<file path="src/hw/rtl/tpm_pkg.sv">
// Shared types, constants and helpers for the tree parity machine.
// Used by the channel interfaces, the lanes, the merge stage and the top level.
// No dependencies.
package tpm_pkg;

    // Default sizes of the machine
    localparam int UNITS_MAX_DEF  = 4;
    localparam int INPUTS_MAX_DEF = 16;
    localparam int DEPTH_MAX_DEF  = 15;

    // Fixed field widths
    localparam int WEIGHT_W   = 5;
    localparam int INDEX_W    = 6;
    localparam int BITS_W     = 64;
    localparam int SIGNS_W    = 4;
    localparam int UNITS_W    = 3;
    localparam int INPUTS_W   = 5;
    localparam int DEPTH_W    = 4;
    localparam int RULE_W     = 2;
    localparam int CFG_IDX_W  = 2;
    localparam int CFG_DATA_W = 5;

    // Register indexes of the configuration port
    localparam logic [CFG_IDX_W-1:0] REG_UNIT_COUNT      = 2'd0;
    localparam logic [CFG_IDX_W-1:0] REG_INPUTS_PER_UNIT = 2'd1;
    localparam logic [CFG_IDX_W-1:0] REG_WEIGHT_DEPTH    = 2'd2;
    localparam logic [CFG_IDX_W-1:0] REG_LEARNING_RULE   = 2'd3;

    // Learning rule codes
    localparam logic [RULE_W-1:0] RULE_HEBBIAN = 2'd0;
    localparam logic [RULE_W-1:0] RULE_ANTI    = 2'd1;
    localparam logic [RULE_W-1:0] RULE_WALK    = 2'd2;
    localparam logic [RULE_W-1:0] RULE_NONE    = 2'd3;

    // Operation codes of an input item
    typedef enum logic [1:0] {
        OP_WRITE   = 2'd0,
        OP_READ    = 2'd1,
        OP_PRESENT = 2'd2,
        OP_UPDATE  = 2'd3
    } t_op;

    // Control from the top level to every lane
    typedef struct packed {
        logic                       do_exec;  // write, update, read, group sums
        logic                       do_sum;   // final lane sum
        t_op                        op;
        logic [INDEX_W-1:0]         index;
        logic signed [WEIGHT_W-1:0] wvalue;
        logic [INPUTS_W-1:0]        eff_n;    // inputs in use, 1..INPUTS_MAX
        logic [DEPTH_W-1:0]         depth;    // effective depth
        logic                       upd_neg;  // learning factor is -1
    } t_lane_ctl;

    // Clamp a widened weight to -d..+d
    function automatic logic signed [WEIGHT_W-1:0] clamp_w(
        input logic signed [WEIGHT_W:0] v,
        input logic [DEPTH_W-1:0]       d
    );
        logic signed [WEIGHT_W:0] hi;
        logic signed [WEIGHT_W:0] lo;
        hi = $signed({{(WEIGHT_W + 1 - DEPTH_W){1'b0}}, d});
        lo = -hi;
        if (v > hi) begin
            return hi[WEIGHT_W-1:0];
        end else if (v < lo) begin
            return lo[WEIGHT_W-1:0];
        end
        return v[WEIGHT_W-1:0];
    endfunction

endpackage

</file>
<file path="src/hw/rtl/tpm_in_if.sv">
// Input channel of the tree parity machine: valid/ready plus one item.
// Depends on tpm_pkg.
interface tpm_in_if import tpm_pkg::*; ();
    logic                       valid;
    logic                       ready;
    t_op                        operation;
    logic [INDEX_W-1:0]         weight_index;
    logic signed [WEIGHT_W-1:0] weight_value;
    logic [BITS_W-1:0]          input_bits;

    modport source (output valid, operation, weight_index, weight_value, input_bits,
                    input ready);
    modport sink   (input valid, operation, weight_index, weight_value, input_bits,
                    output ready);
endinterface

</file>
<file path="src/hw/rtl/tpm_out_if.sv">
// Result channel of the tree parity machine: valid/ready plus one item.
// Depends on tpm_pkg.
interface tpm_out_if import tpm_pkg::*; ();
    logic                       valid;
    logic                       ready;
    logic                       output_tau;
    logic [SIGNS_W-1:0]         hidden_signs;
    logic signed [WEIGHT_W-1:0] read_value;

    modport source (output valid, output_tau, hidden_signs, read_value, input ready);
    modport sink   (input valid, output_tau, hidden_signs, read_value, output ready);
endinterface

</file>
<file path="src/hw/rtl/tpm_lane.sv">
// One hidden unit: its weight registers, write/read/update logic and a
// two-stage registered adder tree for the dot product.
// Depends on tpm_pkg.
module tpm_lane import tpm_pkg::*; #(
    parameter int INPUTS_MAX = INPUTS_MAX_DEF,
    parameter int BASE       = 0,
    parameter int SUM_W      = WEIGHT_W + $clog2(INPUTS_MAX) + 1
) (
    input  logic                    i_clk,
    input  logic                    i_rst_n,
    input  t_lane_ctl               i_ctl,
    input  logic                    i_upd,   // this unit agrees with tau
    input  logic [INPUTS_MAX-1:0]   i_x,     // inputs of the item being presented
    input  logic [INPUTS_MAX-1:0]   i_lx,    // inputs kept from the last present
    output logic signed [SUM_W-1:0] o_sum,
    output logic                    o_hit,
    output logic signed [WEIGHT_W-1:0] o_read
);

    localparam int POS_W = (INPUTS_MAX > 1) ? $clog2(INPUTS_MAX) : 1;
    localparam int NGRP  = (INPUTS_MAX + 3) / 4;
    localparam logic signed [WEIGHT_W:0] STEP_UP = (WEIGHT_W + 1)'(1);
    localparam logic signed [WEIGHT_W:0] STEP_DN = -(WEIGHT_W + 1)'(1);

    logic signed [WEIGHT_W-1:0] r_w   [INPUTS_MAX];
    logic signed [WEIGHT_W-1:0] n_w   [INPUTS_MAX];
    logic signed [SUM_W-1:0]    r_grp [NGRP];
    logic signed [SUM_W-1:0]    n_grp [NGRP];
    logic signed [SUM_W-1:0]    r_sum;
    logic signed [SUM_W-1:0]    n_sum;
    logic signed [WEIGHT_W-1:0] r_read;
    logic [INDEX_W-1:0]         off;
    logic [POS_W-1:0]           pos;

    // Address decode: this lane owns BASE .. BASE+INPUTS_MAX-1
    assign off   = i_ctl.index - INDEX_W'(BASE);
    assign pos   = off[POS_W-1:0];
    assign o_hit = (i_ctl.index >= INDEX_W'(BASE)) && (off < INDEX_W'(INPUTS_MAX));

    // Next weights: clamped write, or learning step on the inputs in use
    always_comb begin
        n_w = r_w;
        if (i_ctl.do_exec && (i_ctl.op == OP_WRITE) && o_hit) begin
            n_w[pos] = clamp_w((WEIGHT_W + 1)'(i_ctl.wvalue), i_ctl.depth);
        end
        if (i_ctl.do_exec && (i_ctl.op == OP_UPDATE) && i_upd) begin
            for (int j = 0; j < INPUTS_MAX; j++) begin
                if (INPUTS_W'(j) < i_ctl.eff_n) begin
                    n_w[j] = clamp_w((WEIGHT_W + 1)'(r_w[j]) +
                                     ((i_lx[j] ^ i_ctl.upd_neg) ? STEP_UP : STEP_DN),
                                     i_ctl.depth);
                end
            end
        end
    end

    // First tree level: signed terms summed in groups of four
    always_comb begin
        for (int g = 0; g < NGRP; g++) begin
            n_grp[g] = '0;
            for (int k = 0; k < 4; k++) begin
                if ((g * 4 + k) < INPUTS_MAX) begin
                    if (INPUTS_W'(g * 4 + k) < i_ctl.eff_n) begin
                        if (i_x[g * 4 + k]) begin
                            n_grp[g] = n_grp[g] + SUM_W'(r_w[g * 4 + k]);
                        end else begin
                            n_grp[g] = n_grp[g] - SUM_W'(r_w[g * 4 + k]);
                        end
                    end
                end
            end
        end
    end

    // Second tree level
    always_comb begin
        n_sum = '0;
        for (int g = 0; g < NGRP; g++) begin
            n_sum = n_sum + r_grp[g];
        end
    end

    // Weight registers, cleared by reset
    always_ff @(posedge i_clk) begin
        if (!i_rst_n) begin
            for (int j = 0; j < INPUTS_MAX; j++) begin
                r_w[j] <= '0;
            end
        end else begin
            r_w <= n_w;
        end
    end

    // Tree and read data registers
    always_ff @(posedge i_clk) begin
        if (i_ctl.do_exec) begin
            r_grp  <= n_grp;
            r_read <= r_w[pos];
        end
        if (i_ctl.do_sum) begin
            r_sum <= n_sum;
        end
    end

    assign o_sum  = r_sum;
    assign o_read = r_read;

endmodule

</file>
<file path="src/hw/rtl/tpm_merge.sv">
// Merge stage: hidden signs and tau from the lane sums, and the read value
// from the lane that owns the addressed weight.
// Depends on tpm_pkg.
module tpm_merge import tpm_pkg::*; #(
    parameter int UNITS_MAX = UNITS_MAX_DEF,
    parameter int SUM_W     = 10
) (
    input  logic signed [SUM_W-1:0]    i_sum  [UNITS_MAX],
    input  logic [UNITS_MAX-1:0]       i_hit,
    input  logic signed [WEIGHT_W-1:0] i_read [UNITS_MAX],
    input  logic [UNITS_W-1:0]         i_eff_k,
    output logic [SIGNS_W-1:0]         o_signs,
    output logic                       o_tau,
    output logic signed [WEIGHT_W-1:0] o_read
);

    logic neg_par;

    // Signs of the units in use; a zero sum counts as negative
    always_comb begin
        o_signs = '0;
        neg_par = 1'b0;
        for (int u = 0; u < UNITS_MAX; u++) begin
            if (UNITS_W'(u) < i_eff_k) begin
                if (i_sum[u] > 0) begin
                    o_signs[u] = 1'b1;
                end else begin
                    neg_par = ~neg_par;
                end
            end
        end
        o_tau = ~neg_par;
    end

    // At most one lane owns an index; none means the index is off the store
    always_comb begin
        o_read = '0;
        for (int u = 0; u < UNITS_MAX; u++) begin
            if (i_hit[u]) begin
                o_read = o_read | i_read[u];
            end
        end
    end

endmodule

</file>
<file path="src/hw/rtl/tree_parity_machine_top.sv">
// Tree parity machine top level: one lane per hidden unit plus merge stage.
// An accepted item passes the exec, sum and merge steps before its result is
// registered; a new item is accepted only in the idle state, after the merge
// step of the last one. A stalled result holds the merge step. Reset (sync, active
// low) clears all weights, last state and output; registers reset to 3 units,
// 16 inputs, depth 3, Hebbian rule.
// Depends on tpm_pkg, tpm_in_if, tpm_out_if, tpm_lane, tpm_merge.
module tree_parity_machine_top import tpm_pkg::*; #(
    parameter int UNITS_MAX  = UNITS_MAX_DEF,
    parameter int INPUTS_MAX = INPUTS_MAX_DEF,
    parameter int DEPTH_MAX  = DEPTH_MAX_DEF
) (
    input  logic                  i_clk,
    input  logic                  i_rst_n,
    input  logic                  i_cfg_we,
    input  logic [CFG_IDX_W-1:0]  i_cfg_index,
    input  logic [CFG_DATA_W-1:0] i_cfg_data,
    tpm_in_if.sink                i_item,
    tpm_out_if.source             o_result
);

    localparam int SUM_W = WEIGHT_W + $clog2(INPUTS_MAX) + 1;

    typedef enum logic [1:0] {
        S_IDLE,
        S_EXEC,
        S_SUM,
        S_MERGE
    } t_state;

    t_state r_state;

    // Configuration
    logic [UNITS_W-1:0]  r_units;
    logic [INPUTS_W-1:0] r_inputs;
    logic [DEPTH_W-1:0]  r_depth;
    logic [RULE_W-1:0]   r_rule;
    logic [UNITS_W-1:0]  eff_k;
    logic [INPUTS_W-1:0] eff_n;
    logic [DEPTH_W-1:0]  eff_d;

    // Latched item and state kept from the last present
    t_op                        r_op;
    logic [INDEX_W-1:0]         r_index;
    logic signed [WEIGHT_W-1:0] r_value;
    logic [BITS_W-1:0]          r_bits;
    logic [BITS_W-1:0]          r_last_bits;
    logic [SIGNS_W-1:0]         r_last_signs;
    logic                       r_last_tau;

    // Output register
    logic                       r_out_valid;
    logic                       r_out_tau;
    logic [SIGNS_W-1:0]         r_out_signs;
    logic signed [WEIGHT_W-1:0] r_out_read;

    // Lane and merge wiring
    t_lane_ctl                  lane_ctl;
    logic [UNITS_MAX-1:0]       lane_upd;
    logic [UNITS_MAX-1:0]       lane_hit;
    logic signed [SUM_W-1:0]    lane_sum  [UNITS_MAX];
    logic signed [WEIGHT_W-1:0] lane_read [UNITS_MAX];
    logic [SIGNS_W-1:0]         m_signs;
    logic                       m_tau;
    logic signed [WEIGHT_W-1:0] m_read;
    logic                       in_acc;
    logic                       out_take;
    logic                       out_free;

    // Effective register values
    always_comb begin
        if (r_units == '0) begin
            eff_k = UNITS_W'(1);
        end else if (r_units > UNITS_W'(UNITS_MAX)) begin
            eff_k = UNITS_W'(UNITS_MAX);
        end else begin
            eff_k = r_units;
        end
        if (r_inputs == '0) begin
            eff_n = INPUTS_W'(1);
        end else if (r_inputs > INPUTS_W'(INPUTS_MAX)) begin
            eff_n = INPUTS_W'(INPUTS_MAX);
        end else begin
            eff_n = r_inputs;
        end
        if (r_depth > DEPTH_W'(DEPTH_MAX)) begin
            eff_d = DEPTH_W'(DEPTH_MAX);
        end else begin
            eff_d = r_depth;
        end
    end

    assign in_acc       = i_item.valid && i_item.ready;
    assign out_take     = r_out_valid && o_result.ready;
    assign out_free     = !r_out_valid || o_result.ready;
    assign i_item.ready = (r_state == S_IDLE);

    // Lane control
    always_comb begin
        lane_ctl.do_exec = (r_state == S_EXEC);
        lane_ctl.do_sum  = (r_state == S_SUM);
        lane_ctl.op      = r_op;
        lane_ctl.index   = r_index;
        lane_ctl.wvalue  = r_value;
        lane_ctl.eff_n   = eff_n;
        lane_ctl.depth   = eff_d;
        unique case (r_rule)
            RULE_HEBBIAN: lane_ctl.upd_neg = ~r_last_tau;
            RULE_ANTI:    lane_ctl.upd_neg = r_last_tau;
            default:      lane_ctl.upd_neg = 1'b0;
        endcase
    end

    // One lane per hidden unit; learning only where the unit agrees with tau
    for (genvar u = 0; u < UNITS_MAX; u++) begin : g_lane
        assign lane_upd[u] = (r_rule != RULE_NONE) && (UNITS_W'(u) < eff_k) &&
                             (r_last_signs[u] == r_last_tau);

        tpm_lane #(
            .INPUTS_MAX (INPUTS_MAX),
            .BASE       (u * INPUTS_MAX),
            .SUM_W      (SUM_W)
        ) u_lane (
            .i_clk   (i_clk),
            .i_rst_n (i_rst_n),
            .i_ctl   (lane_ctl),
            .i_upd   (lane_upd[u]),
            .i_x     (r_bits[u * INPUTS_MAX +: INPUTS_MAX]),
            .i_lx    (r_last_bits[u * INPUTS_MAX +: INPUTS_MAX]),
            .o_sum   (lane_sum[u]),
            .o_hit   (lane_hit[u]),
            .o_read  (lane_read[u])
        );
    end

    tpm_merge #(
        .UNITS_MAX (UNITS_MAX),
        .SUM_W     (SUM_W)
    ) u_merge (
        .i_sum   (lane_sum),
        .i_hit   (lane_hit),
        .i_read  (lane_read),
        .i_eff_k (eff_k),
        .o_signs (m_signs),
        .o_tau   (m_tau),
        .o_read  (m_read)
    );

    // Sequencer, configuration, kept state and output register
    always_ff @(posedge i_clk) begin
        if (!i_rst_n) begin
            r_state      <= S_IDLE;
            r_units      <= UNITS_W'(3);
            r_inputs     <= INPUTS_W'(16);
            r_depth      <= DEPTH_W'(3);
            r_rule       <= RULE_HEBBIAN;
            r_index      <= '0;
            r_last_bits  <= '0;
            r_last_signs <= '0;
            r_last_tau   <= 1'b0;
            r_out_valid  <= 1'b0;
            r_out_tau    <= 1'b0;
            r_out_signs  <= '0;
            r_out_read   <= '0;
        end else begin
            if (i_cfg_we) begin
                unique case (i_cfg_index)
                    REG_UNIT_COUNT:      r_units  <= i_cfg_data[UNITS_W-1:0];
                    REG_INPUTS_PER_UNIT: r_inputs <= i_cfg_data[INPUTS_W-1:0];
                    REG_WEIGHT_DEPTH:    r_depth  <= i_cfg_data[DEPTH_W-1:0];
                    REG_LEARNING_RULE:   r_rule   <= i_cfg_data[RULE_W-1:0];
                endcase
            end

            // a result taken while the merge step refills the register stays valid
            if (out_take && !((r_state == S_MERGE) && out_free)) begin
                r_out_valid <= 1'b0;
            end

            unique case (r_state)
                S_IDLE: begin
                    if (in_acc) begin
                        r_op    <= i_item.operation;
                        r_index <= i_item.weight_index;
                        r_value <= i_item.weight_value;
                        r_bits  <= i_item.input_bits;
                        r_state <= S_EXEC;
                    end
                end
                S_EXEC: begin
                    r_state <= S_SUM;
                end
                S_SUM: begin
                    r_state <= S_MERGE;
                end
                S_MERGE: begin
                    // hold here until the output register can take the item
                    if (out_free) begin
                        r_out_valid <= 1'b1;
                        if (r_op == OP_PRESENT) begin
                            r_last_bits  <= r_bits;
                            r_last_signs <= m_signs;
                            r_last_tau   <= m_tau;
                            r_out_signs  <= m_signs;
                            r_out_tau    <= m_tau;
                        end else begin
                            r_out_signs  <= r_last_signs;
                            r_out_tau    <= r_last_tau;
                        end
                        r_out_read <= (r_op == OP_READ) ? m_read : '0;
                        r_state    <= S_IDLE;
                    end
                end
            endcase
        end
    end

    assign o_result.valid        = r_out_valid;
    assign o_result.output_tau   = r_out_tau;
    assign o_result.hidden_signs = r_out_signs;
    assign o_result.read_value   = r_out_read;

    // A new result appears only out of the merge step
    a_result_from_merge: assert property (@(posedge i_clk) disable iff (!i_rst_n)
        $rose(r_out_valid) |-> $past(r_state == S_MERGE))
        else $error("result valid rose outside the merge step");

    // An accepted item always starts lane work in the next cycle
    a_accept_exec: assert property (@(posedge i_clk) disable iff (!i_rst_n)
        in_acc |=> (r_state == S_EXEC))
        else $error("accepted item did not enter the exec step");

    // Lane address ranges never overlap
    a_one_owner: assert property (@(posedge i_clk) disable iff (!i_rst_n)
        $onehot0(lane_hit))
        else $error("more than one lane claims the weight index");

endmodule

</file>
<file path="src/flat_wrapper.sv">
// flat-port wrapper written by rule: the top's interface ports become plain ports
module tree_parity_machine_top_flat import tpm_pkg::*;
#(
    parameter int UNITS_MAX  = UNITS_MAX_DEF,
    parameter int INPUTS_MAX = INPUTS_MAX_DEF,
    parameter int DEPTH_MAX  = DEPTH_MAX_DEF
)
  (i_clk, i_rst_n, i_cfg_we, i_cfg_index, i_cfg_data, i_item_valid, i_item_operation, i_item_weight_index, i_item_weight_value, i_item_input_bits, i_item_ready, o_result_valid, o_result_output_tau, o_result_hidden_signs, o_result_read_value, o_result_ready);
  tpm_in_if i_item_i ();
  tpm_out_if o_result_i ();
  input  logic i_clk;
  input  logic i_rst_n;
  input  logic i_cfg_we;
  input  logic [CFG_IDX_W-1:0] i_cfg_index;
  input  logic [CFG_DATA_W-1:0] i_cfg_data;
  input wire logic [$bits(i_item_i.valid)-1:0] i_item_valid;
  input wire logic [$bits(i_item_i.operation)-1:0] i_item_operation;
  input wire logic [$bits(i_item_i.weight_index)-1:0] i_item_weight_index;
  input wire logic [$bits(i_item_i.weight_value)-1:0] i_item_weight_value;
  input wire logic [$bits(i_item_i.input_bits)-1:0] i_item_input_bits;
  output wire logic [$bits(i_item_i.ready)-1:0] i_item_ready;
  output wire logic [$bits(o_result_i.valid)-1:0] o_result_valid;
  output wire logic [$bits(o_result_i.output_tau)-1:0] o_result_output_tau;
  output wire logic [$bits(o_result_i.hidden_signs)-1:0] o_result_hidden_signs;
  output wire logic [$bits(o_result_i.read_value)-1:0] o_result_read_value;
  input wire logic [$bits(o_result_i.ready)-1:0] o_result_ready;
  assign i_item_i.valid = i_item_valid;
  assign i_item_i.operation = i_item_operation;
  assign i_item_i.weight_index = i_item_weight_index;
  assign i_item_i.weight_value = i_item_weight_value;
  assign i_item_i.input_bits = i_item_input_bits;
  assign i_item_ready = i_item_i.ready;
  assign o_result_valid = o_result_i.valid;
  assign o_result_output_tau = o_result_i.output_tau;
  assign o_result_hidden_signs = o_result_i.hidden_signs;
  assign o_result_read_value = o_result_i.read_value;
  assign o_result_i.ready = o_result_ready;
  tree_parity_machine_top #(.UNITS_MAX(UNITS_MAX), .INPUTS_MAX(INPUTS_MAX), .DEPTH_MAX(DEPTH_MAX)) u_core (.i_clk(i_clk), .i_rst_n(i_rst_n), .i_cfg_we(i_cfg_we), .i_cfg_index(i_cfg_index), .i_cfg_data(i_cfg_data), .i_item(i_item_i), .o_result(o_result_i));
endmodule
</file>
<file path="config.mk">
export PLATFORM = sky130hd
export DESIGN_NAME = tree_parity_machine_top_flat
export DESIGN_NICKNAME = d
export VERILOG_FILES = /design/src/hw/rtl/tpm_pkg.sv /design/src/hw/rtl/tpm_in_if.sv /design/src/hw/rtl/tpm_out_if.sv /design/src/hw/rtl/tpm_lane.sv /design/src/hw/rtl/tpm_merge.sv /design/src/hw/rtl/tree_parity_machine_top.sv /design/src/flat_wrapper.sv
export SDC_FILE = /design/constraint.sdc
export NUM_CORES = 2
export LEC_CHECK = 0
export CORE_MARGIN = 4
export CORE_UTILIZATION = 50
export DETAILED_ROUTE_END_ITERATION = 8
export DONT_BUFFER_PORTS = 1
export SKIP_CTS_REPAIR_TIMING = 1
export SYNTH_ARGS = -nofsm -noshare
export SYNTH_HDL_FRONTEND = slang
export SYNTH_HIERARCHICAL = 1
export SYNTH_SLANG_ARGS = --single-unit
</file>
<file path="constraint.sdc">
create_clock -name i_clk -period 10.04 [get_ports i_clk]
set_input_delay 1.506 -clock i_clk [delete_from_list [all_inputs] [get_ports i_clk]]
set_output_delay 1.506 -clock i_clk [all_outputs]
set_load 0.01 [all_outputs]
</file>
* After elaboration in Yosys (flattened, before gate mapping)
Index checks and enable logic that the tools add are counted.
** Operators by class
- Add/subtract/negate cells :: 192
- Magnitude comparators :: 173
- Eq/ne operators :: 17
- Mux-type cells :: 785
- Bitwise logic cells :: 76
- Reductions and logical operators :: 48
** Operators by type and width (number)
- $mux W5 :: 285
- $mux W10 :: 128
- $mux W80 :: 8
- $add A10 B5 Y10 :: 48
- $sub A10 B5 Y10 :: 48
- $add A5 B6 Y6 :: 64
- $gt A6 B5 Y1 :: 64
- $lt A6 B6 Y1 :: 64
- $mux W6 :: 64
- $bwmux W80 :: 4
- $mux W1 :: 281
- $add A10 B10 Y10 :: 12
- $sub A1 B5 Y6 const A :: 16
- $bmux W5 S4 :: 4
- $demux W5 S4 :: 4
- $xor A1 B1 Y1 :: 64
- $gt A10 B1 Y1 const B :: 4
- $lt A4 B5 Y1 const A :: 8
- $logic_and A1 B1 Y1 :: 30
- $lt A6 B5 Y1 const B :: 4
- $ge A5 B5 Y1 const B :: 4
- $lt A3 B5 Y1 const A :: 4
- $lt A5 B1 Y1 const B :: 4
- $not A4 Y5 :: 4
- other kinds (34) :: 71
** Storage, ports and cells
- Bits in registers :: 708
- Input bits :: 89
- Output and inout port bits :: 12
- Logic and storage cells :: 1393

* Depth between registers and ports, before layout
- Depth after elaboration :: 15
- Gate-level depth with buffers :: 31
- Mapped depth without buffers :: 30

* Modules after synthesis
The synthesis kept the hierarchy.
** By module, submodules not included
- tpm_lane (u_core.g_lane[1].u_lane) :: times used 1, cells an instance 2727, area each 22277.6 sq um, seq. area each 3253.1 sq um
- tpm_lane (u_core.g_lane[3].u_lane) :: times used 1, cells an instance 2682, area each 22106.2 sq um, seq. area each 3253.1 sq um
- tpm_lane (u_core.g_lane[2].u_lane) :: times used 1, cells an instance 2679, area each 22016.1 sq um, seq. area each 3253.1 sq um
- tpm_lane (u_core.g_lane[0].u_lane) :: times used 1, cells an instance 2551, area each 21913.5 sq um, seq. area each 3253.1 sq um
- tree_parity_machine_top :: times used 1, cells an instance 519, area each 6188.4 sq um, seq. area each 4073.9 sq um
- tpm_merge :: times used 1, cells an instance 44, area each 284.0 sq um, seq. area each 0.0 sq um

* Worst setup path before layout
No wires, ideal clock.
- Kind :: register -> register
- Start :: register u_core.r_state[0]
- End :: register u_core/g_lane[3].u_lane/r_w[34] (netlist bit)
- Setup time :: 70 ps
- Data arrival time :: 7305 ps
- Required time :: 9970 ps
- Slack :: 2665 ps
- Stages on the path, launching flop included :: 7
- Path buffers :: 0
- Clock period less this slack :: 7375 ps
- Path through :: dfxtp_1 ha_1 nand4_1 nor2_1 nand2_1 or3_1 a21oi_1
** RTL lines
- start, declared :: line tree_parity_machine_top.sv:31 : t_state r_state;
- start signal, assigned :: line tree_parity_machine_top.sv:152 : r_state <= S_IDLE;
- start signal, assigned :: line tree_parity_machine_top.sv:187 : r_state <= S_EXEC;
- start signal, assigned :: line tree_parity_machine_top.sv:191 : r_state <= S_SUM;
- end signal, assigned :: line tpm_lane.sv:90 : r_w <= n_w;
- end, declared :: line tpm_lane.sv:25 : logic signed [WEIGHT_W-1:0] r_w [INPUTS_MAX];

==> results.py <==
metrics = {
    "run_status": {
        "status": "finished clean",
    },
    "run": {
        "maxCapViolCount": 0,
    },
    "route": {
        "initialDrtViolationCount": 7594,
        "post_drt_wl_per_cell_um": 23.86,
        "drt-pass1-iter-count": 6,
        "routed_wl_um": 326400,
        "ant_nets": 0,
        "vias_per_cell": 6.304,
        "drcViolationCount": 0,
        "vias": 86240,
    },
    "sta": {
        "finalHoldViolCount": 0,
        "clock.fmax_ghz": 0.1362,
        "fin_crit_sh_pct": 73.13,
        "slew_headroom_pct": 18.65,
        "finalSetupViolCount": 0,
        "tns_ns": 0,
        "tightest_slew_ns": 1.220,
        "fin_skew_ns": 0.03653,
        "fin_crit_ns": 7.342,
        "rsz0062_at_grt": "false",
        "layout_setup_ws_ns": 2.698,
        "slew_viol_final": 0,
    },
    "layout": {
        "nets": 12820,
        "area_delta_synth_final_pct": 6.696,
        "multi_input_area_mm2": 0.07373,
        "area.sequential_mm2": 0.01712,
        "final_area_mm2": 0.1011,
        "final_core_util_pct": 53.74,
        "num-fill-cells": 17460,
        "drive_above_1_share_pct": 7.668,
    },
    "critical_path": {
        "ff2ff_setup_slack_ns": 2.70,
        "crit_chain": "nor2b_4 -> buf_4 -> nor4_4 -> nor2b_1 -> nor2_1 -> ha_1 -> fa_1 -> a21o_1 -> a21oi_1 -> o21bai_1 -> a21oi_1 -> xor2_1 -> o21ai_0 -> ha_1 -> o41ai_1 -> xnor2_1 -> mux2_2 -> ha_1 -> nand2_1 -> o31ai_1 -> xnor2_1 -> nor2_1 -> xnor3_1 -> xnor2_1",
        "cp_slowest_cell": "nor4_4",
        "worst_setup_path_start_kind": "flip-flop",
        "crit_type": "flip-flop to flip-flop",
        "critPathArrivalTime_ns": 7.86,
        "end_kind": "flip-flop",
        "cp_max_fo": 33,
        "reg2reg_depth": 24,
        "critPathMaxStageDelay_ns": 1.00,
        "critPathRequiredTime_ns": 10.56,
    },
    "clock_network": {
        "cts_max_level": 3,
        "clk-insertion-delay-late_ns": 0.78,
        "clock-sinks": 708,
        "clk_path_buf_depth": 3,
        "clk_pin_slew_ns": 0.06,
        "cts_tree": "done",
        "cts_root_buf": "clkbuf_16",
        "cts_made_buffers": 98,
    },
    "place": {
        "dpl.hpwl_um": 234100,
        "gp_congestion": 0.9335,
        "placed_area_mm2": 0.09774,
        "portBuffers": 0,
        "place_ws_ns": 2.755,
    },
    "yosys": {
        "synth.largest_area_cell": "ha_1",
        "synth.top_cell.area_share_pct": 19.23,
        "synth_edf_count": 291,
        "synth_nets": 12930,
        "yosysMostFrequentCell": "ha_1",
        "synth_ff_type": "dfxtp_1",
        "netlist_area_mm2": 0.09479,
        "ys_seq_elements": 708,
        "syn_area_per_cell_um2": 8.462,
        "async_flop_share_pct": 0,
        "synthesis.instances": 11200,
        "synth_warnings": 6,
        "synthDistinctLibCells": 114,
        "ys_seq_area_share_pct": 18.03,
        "ys_top_cells_by_count": "1,457 x ha_1, 915 x o21ai_0, 882 x nor2_1",
        "yosys-top-cells-area": "ha_1 19%, edfxtp_1 9.2%, dfxtp_1 8.8%",
    },
    "global_routing": {
        "grt_overflow_total": 0,
        "grt_pass1_vias": 82830,
        "grtUsageTotal_pct": 31.87,
        "antenna_found_initial": 18,
        "grt_max_degree": 453,
        "grt_pass1_wl_um": 492600,
    },
    "power": {
        "pwr_density_cell_mw_per_mm2": 237.3,
        "peakVddDrop_mv": 0.2228,
        "total_power_w": 0.02400,
        "p_leak_nw": 47.87,
    },
    "worst_hold_path": {
        "whs_path_depth": 2,
        "hold_class": "flip-flop to flip-flop",
    },
    "die": {
        "core_mm2": 0.1882,
        "ios": 101,
        "die-area_mm2": 0.1966,
        "die_w_um": 443.4,
        "die_h_um": 443.4,
        "core.rowCount": 159,
        "start_util_pct": 50.36,
    },
}
-- power by group --
group          switching, W  internal, W  leakage (nW)
sequential         0.000896      0.00427          6.12
combinational       0.00847      0.00660          40.1
clock               0.00159      0.00217          1.65
total                0.0110       0.0130          47.9
-- state kept, by name, indices dropped and copies added, names as in the netlist, 6 cells and up --
register and flops:
u_core/r_bits 64, u_core/r_index 6, u_core/r_last_bits 64, u_core/g_lane.u_lane/r_w 320, u_core/g_lane.u_lane/o_sum 40, u_core/g_lane.u_lane/r_grp 160, u_core/g_lane.u_lane/o_read 20
-- routing by layer --
metal,routed length [um],GRT usage (%)
met5,54,0
met4,17800,15.18
met3,25230,4.972
met2,147000,52.08
met1,136300,41.19
-- layout make-up --
class / instances / area share [%]
clock buffers: 126 / 2.712
inverters: 724 / 2.687
clock inverters: 60 / 0.6161
well taps: 2495 / 3.087
multi-input cells: 9420 / 72.90
diodes: 10 / 0.02474
flip-flops and latches: 708 / 16.92
repair buffers: 138 / 1.049
-- cells in the final DEF (no fill, tap or decap), drive strengths merged, types with 46 or more instances in the layout --
| master | instances |
|---|---|
| nor3 | 168 |
| o21bai | 46 |
| a21o | 301 |
| nand3 | 94 |
| buf | 138 |
| nand4 | 103 |
| o31ai | 51 |
| nor2b | 287 |
| or2 | 64 |
| o211ai | 109 |
| nor4 | 67 |
| ha | 1457 |
| clkbuf | 126 |
| inv | 721 |
| dfxtp | 417 |
| nor2 | 886 |
| or3 | 51 |
| o22ai | 118 |
| fa | 184 |
| and2 | 73 |
| xnor2 | 452 |
| xor2 | 350 |
| a21oi | 839 |
| o21a | 263 |
| clkinv | 49 |
| mux2i | 530 |
| nand2 | 832 |
| and3 | 73 |
| a31oi | 64 |
| mux2 | 275 |
| edfxtp | 291 |
| nand2b | 90 |
| a211oi | 61 |
| mux4 | 100 |
| o21ai | 962 |
-- kinds of logic (layout without fill, tap and decap cells) --
family | after synthesis | in the layout | share of synthesized area (%)
compound gates | 3148 | 3148 | 20.75
simple gates | 2913 | 2913 | 14.76
fa+ha+maj | 1641 | 1641 | 23.12
buf+inv | 1074 | 1048 | 4.413
mux | 905 | 905 | 11.26
xor+xnor | 813 | 813 | 7.672
flops | 708 | 708 | 18.03
other cells | 0 | 10 | 0
-- critical path: cells and delay by family (launching register included) --
family	cells	cell delay [ns]
buffers and inverters	1	0.33
multiplexers	1	0.30
XOR/XNOR	5	0.76
AND/OR/NAND/NOR	6	1.98
adder cells (fa/ha/maj)	4	1.31
flip-flops	1	0.71
AO/OA/AOI/OAI	7	1.64
-- stage by stage --
step | std cells | hold WS [ns]
6_report | 13680 | 0.4691
5_1_grt | 13680 | 0.4850
4_1_cts | 13670 | 0.4713
3_5_place_dp | 13490 | 0.4600
3_3_place_gp | 13490 | 0.4554
2_1_floorplan | 11200 | 0.4473
-- worst paths after layout --
kind                                                      end                                 from
hold / removal            u_core/r_last_bits[38]$_SDFFE_PN0P_  u_core/r_last_bits[38]$_SDFFE_PN0P_
hold reg to reg           u_core/r_last_bits[38]$_SDFFE_PN0P_  u_core/r_last_bits[38]$_SDFFE_PN0P_
setup reg to reg  u_core/g_lane[2].u_lane/r_grp[39]$_DFFE_PP_      u_core/r_inputs[4]$_SDFFE_PN1P_
setup / recovery  u_core/g_lane[2].u_lane/r_grp[39]$_DFFE_PP_      u_core/r_inputs[4]$_SDFFE_PN1P_
Power figures use the tool's default switching activity.
